<file path="config.mk">
export PLATFORM = sky130hd
export DESIGN_NAME = hia_back
export DESIGN_NICKNAME = d
export VERILOG_FILES = /design/src/rtl/hia_pkg.sv /design/src/rtl/hia_back.sv
export VERILOG_INCLUDE_DIRS = /design/src /design/src/rtl
export SDC_FILE = /design/constraint.sdc
export NUM_CORES = 1
export LEC_CHECK = 0
export BUFFER_PORTS_ARGS = -buffer_cell sky130_fd_sc_hd__buf_2
export CAP_MARGIN = 20
export CORE_MARGIN = 8
export CORE_UTILIZATION = 30
export DETAILED_ROUTE_END_ITERATION = 8
export MAX_ROUTING_LAYER = met4
export PLACE_DENSITY = 0.62
export SLEW_MARGIN = 20
export SYNTH_ARGS = -nofsm -noshare
export SYNTH_HDL_FRONTEND = slang
export SYNTH_SLANG_ARGS = --single-unit
</file>
<file path="constraint.sdc">
create_clock -name clk_i -period 0.8 [get_ports clk_i]
set_input_delay 0.04 -clock clk_i [delete_from_list [all_inputs] [get_ports clk_i]]
set_output_delay 0.04 -clock clk_i [all_outputs]
set_load 0.02 [all_outputs]
</file>
<file path="src/rtl/hex_integer_alu_macros.svh">
// assertion helpers used by hia_back.sv
`ifndef HEX_INTEGER_ALU_MACROS_SVH
`define HEX_INTEGER_ALU_MACROS_SVH

// condition must never hold outside reset
`define HIA_ASSERT_NEVER(lbl, cond, msg) \
  lbl: assert property (@(posedge clk_i) disable iff (!rst_ni) !(cond)) else $error(msg);

// antecedent implies consequent in the same cycle
`define HIA_ASSERT_IMPL(lbl, ante, cons, msg) \
  lbl: assert property (@(posedge clk_i) disable iff (!rst_ni) (ante) |-> (cons)) \
    else $error(msg);

`endif

</file>
<file path="src/rtl/hia_pkg.sv">
`default_nettype none
package hia_pkg;

  localparam int unsigned PortW = 64;

  typedef enum logic [2:0] {
    OP_ADD = 3'd0,
    OP_SUB = 3'd1,
    OP_MUL = 3'd2,
    OP_DIV = 3'd3,
    OP_MOD = 3'd4
  } op_e;

  // control that travels with each item down the pipe
  typedef struct packed {
    logic valid;
    logic [2:0] op;
    logic gt;
    logic eq;
    logic range_f;
    logic dz;
  } ctrl_t;

endpackage
`default_nettype wire

</file>
<file path="src/rtl/hia_back.sv">
`default_nettype none
`include "hex_integer_alu_macros.svh"
module hia_back import hia_pkg::*; #(
  parameter int unsigned W = 64
) (
  input  wire logic         clk_i,
  input  wire logic         rst_ni,
  input  wire logic         en_i,
  input  wire ctrl_t        ctrl_i,
  input  wire logic [W-1:0] acc_i,
  input  wire logic [W-1:0] q_i,
  output logic              valid_o,
  output logic [PortW-1:0]  result_o,
  output logic              gt_o,
  output logic              eq_o,
  output logic              range_o,
  output logic              dz_o
);

  logic [W-1:0]     res;
  logic             valid_q;
  logic [PortW-1:0] result_q;
  logic             gt_q, eq_q, range_q, dz_q;

  always_comb begin
    case (op_e'(ctrl_i.op))
      OP_ADD, OP_SUB, OP_MUL: res = acc_i;
      OP_DIV:  res = ctrl_i.dz ? '0 : q_i;
      OP_MOD:  res = ctrl_i.dz ? '0 : acc_i;
      default: res = '0;
    endcase
  end

  always_ff @(posedge clk_i or negedge rst_ni) begin
    if (!rst_ni) begin
      valid_q <= 1'b0;
    end else if (en_i) begin
      valid_q <= ctrl_i.valid;
    end
  end

  always_ff @(posedge clk_i) begin
    if (en_i) begin
      result_q <= PortW'(res);
      gt_q     <= ctrl_i.gt;
      eq_q     <= ctrl_i.eq;
      range_q  <= ctrl_i.range_f;
      dz_q     <= ctrl_i.dz;
    end
  end

  assign valid_o  = valid_q;
  assign result_o = result_q;
  assign gt_o     = gt_q;
  assign eq_o     = eq_q;
  assign range_o  = range_q;
  assign dz_o     = dz_q;

  `HIA_ASSERT_NEVER(a_cmp_excl, valid_q && gt_q && eq_q, "greater and equal both set")
  `HIA_ASSERT_NEVER(a_flag_excl, valid_q && range_q && dz_q, "range and zero-divide both set")
  `HIA_ASSERT_IMPL(a_dz_zero, valid_q && dz_q, result_q == '0, "zero divisor gave nonzero result")
  `HIA_ASSERT_IMPL(a_eq_no_range, valid_q && eq_q && range_q, !gt_q, "equal operands with greater")

endmodule
`default_nettype wire

</file>
==> results of run 1 <==
[kinds of logic after synthesis]
| kind of cell | after synthesis | synth area share (%) |
|---|---|---|
| simple gates | 2 | 0.796 |
| mux | 1 | 0.398 |
| compound gates | 66 | 21.0 |
| flops | 69 | 73.0 |
| buf+inv | 12 | 4.77 |
[per-stage QoR]
| stage | utilization (%) | setup slack, ns | std cells | instance area [um^2] |
|---|---|---|---|---|
| after floorplan | - | -0.110 | 150 | 2840 |
| after global placement | 43.7 | -0.313 | 465 | 4020 |
| after detailed placement | 43.7 | -0.346 | 465 | 4020 |
[cell usage after synthesis]
cell and number:
edfxtp_1 68, mux2_2 1, o21a_2 1, a22o_2 4
o22ai_4 1, dfrtp_1 1, a22o_1 60, nor3_4 1
buf_6 12, nand2_2 1
==> impl_metrics.ini, run 1 <==
[logic_synthesis]
netlist_area_um2 = 2830
synth_top_area_cell = edfxtp_1
synth_area_per_cell_um2 = 18.9
ys_warn_count = 0
synth_seq_cells = 69
syn-num-nets = 289
netlist.area_leader.share_pct = 72.1
synth_cell_types = 10
yosys-top-cells-area = edfxtp_1 72%, a22o_1 19%, buf_6 4.8%
synth.yosys.seq_area_share_pct = 73.0
syn_inst = 150

[clocking]
cts.sinks = 69
cts_hold_buf = 101
post-cts-setup-buffers = 0
h-tree-depth = 3
cts_buffers = 9
cts_buffer_depth = 2
cts-resized-gates = 72
clockRootBuffer = clkbuf_8

[floorplan]
rows = 35
die_x_um = 113
start_util_pct = 30.8
die_h_um = 113
ios = 208

[status]
error_line = [ERROR RSZ-0060] Max buffer count reached.
lastStage = 4_1_cts
outcome = did not finish

[placement]
gp_congestion = 0.811
port_buffers = 207
==> inputs of run 2 (changes only) <==
--- a/config.mk
+++ b/config.mk
@@ -9,10 +9,9 @@
 export BUFFER_PORTS_ARGS = -buffer_cell sky130_fd_sc_hd__buf_2
 export CAP_MARGIN = 20
 export CORE_MARGIN = 8
-export CORE_UTILIZATION = 30
+export CORE_UTILIZATION = 20
 export DETAILED_ROUTE_END_ITERATION = 8
-export MAX_ROUTING_LAYER = met4
-export PLACE_DENSITY = 0.62
+export PLACE_DENSITY_LB_ADDON = 0.15
 export SLEW_MARGIN = 20
 export SYNTH_ARGS = -nofsm -noshare
 export SYNTH_HDL_FRONTEND = slang
==> run 2 against run 1 <==
Net effect:
- the flow now finishes, with violations (negative setup slack)
- synthesized cell count unchanged
- synthesized area is the same
==> impl_metrics.ini, run 2 <==
[timing]
worst_pin_slew_ns = 0.264
hold_violations = 0
max_slew_margin_pct = 82.3
finalSetupViolations = 97
min_period_ns = 0.942
maxSlewViolCount = 0
fin_crit_sh_pct = 118
rsz0062_at_grt = yes
finClkSkew_ns = 0
setup_ws_ns = -0.142
max_clock_freq_mhz = 1060

[finish]
finalNetCount = 598
diodes = 0
final_cell_mix = 116 x buf_2, 83 x dlygate4sd3_1, 71 x buf_6, 68 x edfxtp_1, 60 x a22o_1
synthToLayoutAreaGrowth_pct = 112
final_common_cell = buf_2
drive_gt1_share_pct = 50.4
fillerInstances = 1228
largest_reg_flops = 64

[logic_synthesis]
synth_flop_cell = edfxtp_1
syn_inst = 150
synth.yosys.seq_area_share_pct = 73.0
yosys-top-cells-area = edfxtp_1 72%, a22o_1 19%, buf_6 4.8%
yosysMostFrequentCell = edfxtp_1
netlist.area_leader.share_pct = 72.1
synth-edff-count = 68
ys_warn_count = 0
netlist_area_um2 = 2830
synth_area_per_cell_um2 = 18.9
synth_cell_types = 10
async_reset_ff_share_pct = 1.45
synth_seq_cells = 69
syn-num-nets = 289
synthTopCellsByCount = 68 x edfxtp_1, 60 x a22o_1, 12 x buf_6
synth_top_area_cell = edfxtp_1

[min_path]
min_path_type = in -> reg

[floorplan]
start_util_pct = 20.4
die_x_um = 135
die_h_um = 135
core_um2 = 13900
ios = 208
die-area_um2 = 18200
rows = 43

[global_routing]
grt_pass1_wl_um = 16800
grt_use_total_pct = 11.9
overflow = 0
grt_max_degree = 40
grt_antenna_before_repair = 0
grt_pass1_vias = 3122

[critical_path]
cp_num_buf_inv = 1
crit_path_start_kind = flip-flop
path_cells = buf_6
max_stage_delay_ns = 0.42
crit_arrival_ns = 0.90
endpoint_kind = output port
slowest_stage = edfxtp_1
critical_path.max_fanout = 1
path_delay_family = flip-flops
criticalPathCategory = reg -> out
crit_required_ns = 0.76

[routing]
finalWirelength_um = 12100
first_iter_violations = 87
via_per_inst = 4.23
routed-via-count = 2721
firstDrtPassIters = 4
ant_nets = 0
drc = 0
avgRoutedWirePerCell_um = 18.8

[pwr]
p_clk_share_pct = 34.9
netSwitchingPower_mw = 2.70
power.leakage_nw = 2.76
power_mw = 11.0
power_density_nw_per_um2 = 1830
p_comb_share_pct = 23.9
pwr-share-seq_pct = 41.3
p_int_mw = 8.26
vdd_drop_max_v = 0.00107
swShare_pct = 24.6

[status]
violations = negative setup slack
outcome = complete, but fails checks

[placement]
port_buffers = 207
gp_congestion = 0.763
hpwlAfterDp_um = 7460
dpl_worst_slack_ns = -0.385

[clocking]
cts_buffers = 9
clockRootBuffer = clkbuf_16
insertion_delay_ns = 0.33
cts.sinks = 69
h-tree-depth = 3
clkTransAtPathRegs_ns = 0.05
cts_buffer_depth = 2
cts_tree = done

[flow_run]
maxCapViolations = 0
[run 2: timing repair]
action                                 CTS  global route
gates cloned                             0             9
pin swaps                                0            16
hold buffers                            98             2
endpoints found under the hold margin   59             2
buffers inserted                         0             2
setup endpoints to repair               79           117
gates resized for setup                 75            89
[run 2: power groups by stage]
stage	clock, mW	combinational, mW	sequential, mW
CTS	3.97	2.26	4.49
finish	3.82	2.61	4.52
global placement	0	1.69	4.51
global route	4.11	2.77	4.56
floorplan	0	0.378	4.96
detailed placement	0	1.68	4.52
[run 2: logic make-up after synthesis]
| group | share of synthesized area, % |
|---|---|
| DFF | 73.0 |
| AOI/OAI and AO/OA | 21.0 |
| buffers and inverters | 4.77 |
| and+or+nand+nor | 0.796 |
| muxes | 0.398 |
[run 2: worst paths after layout]
| path | from | to | slack [ns] | depth (start not counted) |
|---|---|---|---|---|
| min | q_i[58] | result_o[58] | 0.01 | 2 |
| max reg2reg | valid_o | valid_o | 0.02 | 1 |
| max | result_o[1] | result_o[1] | -0.14 | 1 |
| min reg2reg | valid_o | valid_o | 0.54 | 1 |
| min in group asynchronous | rst_ni | valid_o | 0.03 | 2 |
| max in group asynchronous | rst_ni | valid_o | 0.67 | 2 |
[run 2: layout make-up]
type	count	area, um^2	share of cell area, %
clock buffer	10	229	3.82
clock inverter	6	53.8	0.897
multi-input combinational	69	634	10.6
sequential	69	2070	34.5
tap	180	225	3.76
timing repair buffer	310	2790	46.5
[run 2: per-layer routing]
layer / global-route usage (%) / up-vias / part of all wire (%)
met2: 21.2 / 145 / 53
met4: 5.24 / 0 / 2.0
li1: - / 1271 / -
met3: 5.79 / 18 / 9.4
met5: 0 / - / 0
met1: 11.5 / 1287 / 35
[run 2: metrics by stage]
step | hold slack (ns) | util, % | TNS [ns] | area [um^2] | instances
2_1_floorplan | -0.256 | - | -6.49 | 2840 | 150
3_3_place_gp | -0.182 | 29.9 | -20.71 | 4150 | 541
3_5_place_dp | -0.182 | 29.9 | -21.90 | 4150 | 541
4_1_cts | -0.00997 | 40.7 | -8.38 | 5650 | 655
5_1_grt | 0.000378 | 43.2 | -10.33 | 6000 | 644
6_report | 0.00955 | 43.2 | -7.28 | 6000 | 644
No activity file was read; power rests on OpenSTA's default activity.
==> inputs of run 3 (changes only) <==
--- a/config.mk
+++ b/config.mk
@@ -12,6 +12,7 @@
 export CORE_UTILIZATION = 20
 export DETAILED_ROUTE_END_ITERATION = 8
 export PLACE_DENSITY_LB_ADDON = 0.15
+export SETUP_SLACK_MARGIN = 0.05
 export SLEW_MARGIN = 20
 export SYNTH_ARGS = -nofsm -noshare
 export SYNTH_HDL_FRONTEND = slang
==> run 3 against run 2 <==
Net effect:
- the run ends with negative hold slack, negative setup slack left
- fmax shrank 1.4%
- design area shrank 12%
- sequential cell count is the same
- utilization shrank 5.0 points
- register-to-register slack is essentially flat
- critical path depth is the same
- sequential power is essentially flat
- highest routed layer unchanged
- critical path type unchanged
==> impl_metrics.ini, run 3 (synthesized netlist as in run 2, its figures left out) <==
[status]
outcome = complete, but fails checks
violations = negative hold slack, negative setup slack

[timing]
setup_ws_ns = -0.155
min_period_ns = 0.955
max_slew_margin_pct = 84.7
hold_slack_ns = -0.0106
hold_violations = 22
finalSetupViolations = 79
finClkSkew_ns = 0
worst_pin_slew_ns = 0.228
setup_tns_ns = -7.09
maxSlewViolCount = 0
rsz0062_at_grt = yes
max_clock_freq_mhz = 1050
fin_crit_sh_pct = 119

[global_routing]
grt_max_degree = 40
grt_pass1_vias = 2751
grt_use_total_pct = 10.7
overflow = 0
grt_pass1_wl_um = 15000
grt_antenna_before_repair = 0

[clocking]
insertion_delay_ns = 0.33
cts_buffer_depth = 2
clkTransAtPathRegs_ns = 0.06
cts_tree = done
h-tree-depth = 3
cts_buffers = 9
cts.sinks = 69
cts_hold_buf = 6
clockRootBuffer = clkbuf_16

[placement]
hpwlAfterDp_um = 7460
place_area_um2 = 4150
dp.cells = 541
gp_congestion = 0.763
port_buffers = 207

[critical_path]
crit_required_ns = 0.76
worstSetupPathDepth = 1
cp_num_buf_inv = 1
rr_endpoint = valid_o
crit_path_start_kind = flip-flop
r2r_cells = 1
crit_arrival_ns = 0.91
r2r_start = valid_o
endpoint_kind = output port
max_stage_delay_ns = 0.43
path_cells = buf_6
slowest_stage = edfxtp_1
critical_path.max_fanout = 1
r2r_slack_ns = 0.02
criticalPathCategory = reg -> out
cp-endpoint = result_o[1]
startpoint = result_o[1]
path_delay_family = flip-flops

[floorplan]
rows = 43
die-area_um2 = 18200
core_um2 = 13900
die_h_um = 135
start_util_pct = 20.4
ios = 208
die_x_um = 135

[flow_run]
maxCapViolations = 0

[finish]
stdcell_count = 581
largest_reg_flops = 64
synthToLayoutAreaGrowth_pct = 87.2
finalNetCount = 535
drive_gt1_share_pct = 66.1
fillerInstances = 1319
diodes = 0
final_cell_mix = 138 x buf_2, 69 x buf_6, 68 x edfxtp_1, 60 x a22o_1, 15 x clkbuf_16
fin_area_um2 = 5300
final_common_cell = buf_2

[pwr]
power_density_nw_per_um2 = 2020
netSwitchingPower_mw = 2.67
p_int_mw = 8.05
pwr-share-seq_pct = 42.2
p_comb_share_pct = 22.1
power.leakage_nw = 2.39
p_clk_share_pct = 35.7
vdd_drop_max_v = 0.00108
swShare_pct = 24.9

[routing]
via_per_inst = 4.18
first_iter_violations = 65
firstDrtPassIters = 4
drc = 0
ant_nets = 0
routed-via-count = 2431
finalWirelength_um = 11300
avgRoutedWirePerCell_um = 19.4

[min_path]
min_path_type = in -> reg
-- run 3: cell count changes in the layout (fill, tap and decap cells not counted), sizes merged --
cell / previous run / this run
clkbuf: 15 / 16
dlymetal6s4s: 17 / 0
buf: 205 / 235
dlygate4sd3: 83 / 6
-- run 3: metrics by stage --
| stage | utilization (%) | hold slack, ns | power [mW] | setup WS [ns] |
|---|---|---|---|---|
| after floorplan | - | -0.256 | 5.34 | -0.110 |
| after global placement | 29.9 | -0.182 | 6.20 | -0.345 |
| after detailed placement | 29.9 | -0.182 | 6.20 | -0.385 |
| after CTS | 34.7 | -0.0295 | 10.4 | -0.178 |
| after global routing | 38.2 | -0.0237 | 11.2 | -0.176 |
| final | 38.2 | -0.0106 | 10.7 | -0.155 |
-- run 3: final cells by class --
cell class | instances | area, um^2 | share of cell area (%)
Sequential cell | 69 | 2070 | 39.0
Timing Repair Buffer | 247 | 2050 | 38.7
Multi-Input combinational cell | 69 | 669 | 12.6
Clock buffer | 10 | 229 | 4.32
Tap cell | 180 | 225 | 4.25
Clock inverter | 6 | 53.8 | 1.02
-- run 3: worst min path at each step --
stage,cells after the start,slack (ns),start,to
floorplan,0,-0.26,rst_ni,valid_o
global placement,1,-0.18,rst_ni,valid_o
detailed placement,1,-0.18,rst_ni,valid_o
CTS,2,-0.03,acc_i[9],result_o[9]
global route,2,-0.02,acc_i[44],result_o[44]
finish,2,-0.01,acc_i[35],result_o[35]
-- run 3: timing repair --
| action | in CTS | in global routing |
|---|---|---|
| endpoints found under the setup margin | 102 | 127 |
| resized for setup | 89 | 77 |
| hold endpoints to repair | 60 | 26 |
| setup buffers | 6 | 2 |
| gates cloned | 0 | 10 |
| pin swaps | 4 | 30 |
-- run 3: metal layers --
metal	vias to the layer above	routed length, um	GRT usage [%]	share of wire (%)
met5	-	0	0	0
met4	0	236	4.81	2.1
met3	14	1020	5.05	9.0
met2	125	5830	18.6	52
met1	1145	4180	10.6	37
li1	1147	-	-	-
-- run 3: power by group through the flow --
stage | clock (mW) | combinational, mW | sequential, mW
after detailed placement | 0 | 1.68 | 4.52
after floorplan | 0 | 0.378 | 4.96
after CTS | 3.97 | 1.94 | 4.49
final | 3.83 | 2.37 | 4.52
after global placement | 0 | 1.69 | 4.51
after global routing | 4.11 | 2.51 | 4.56
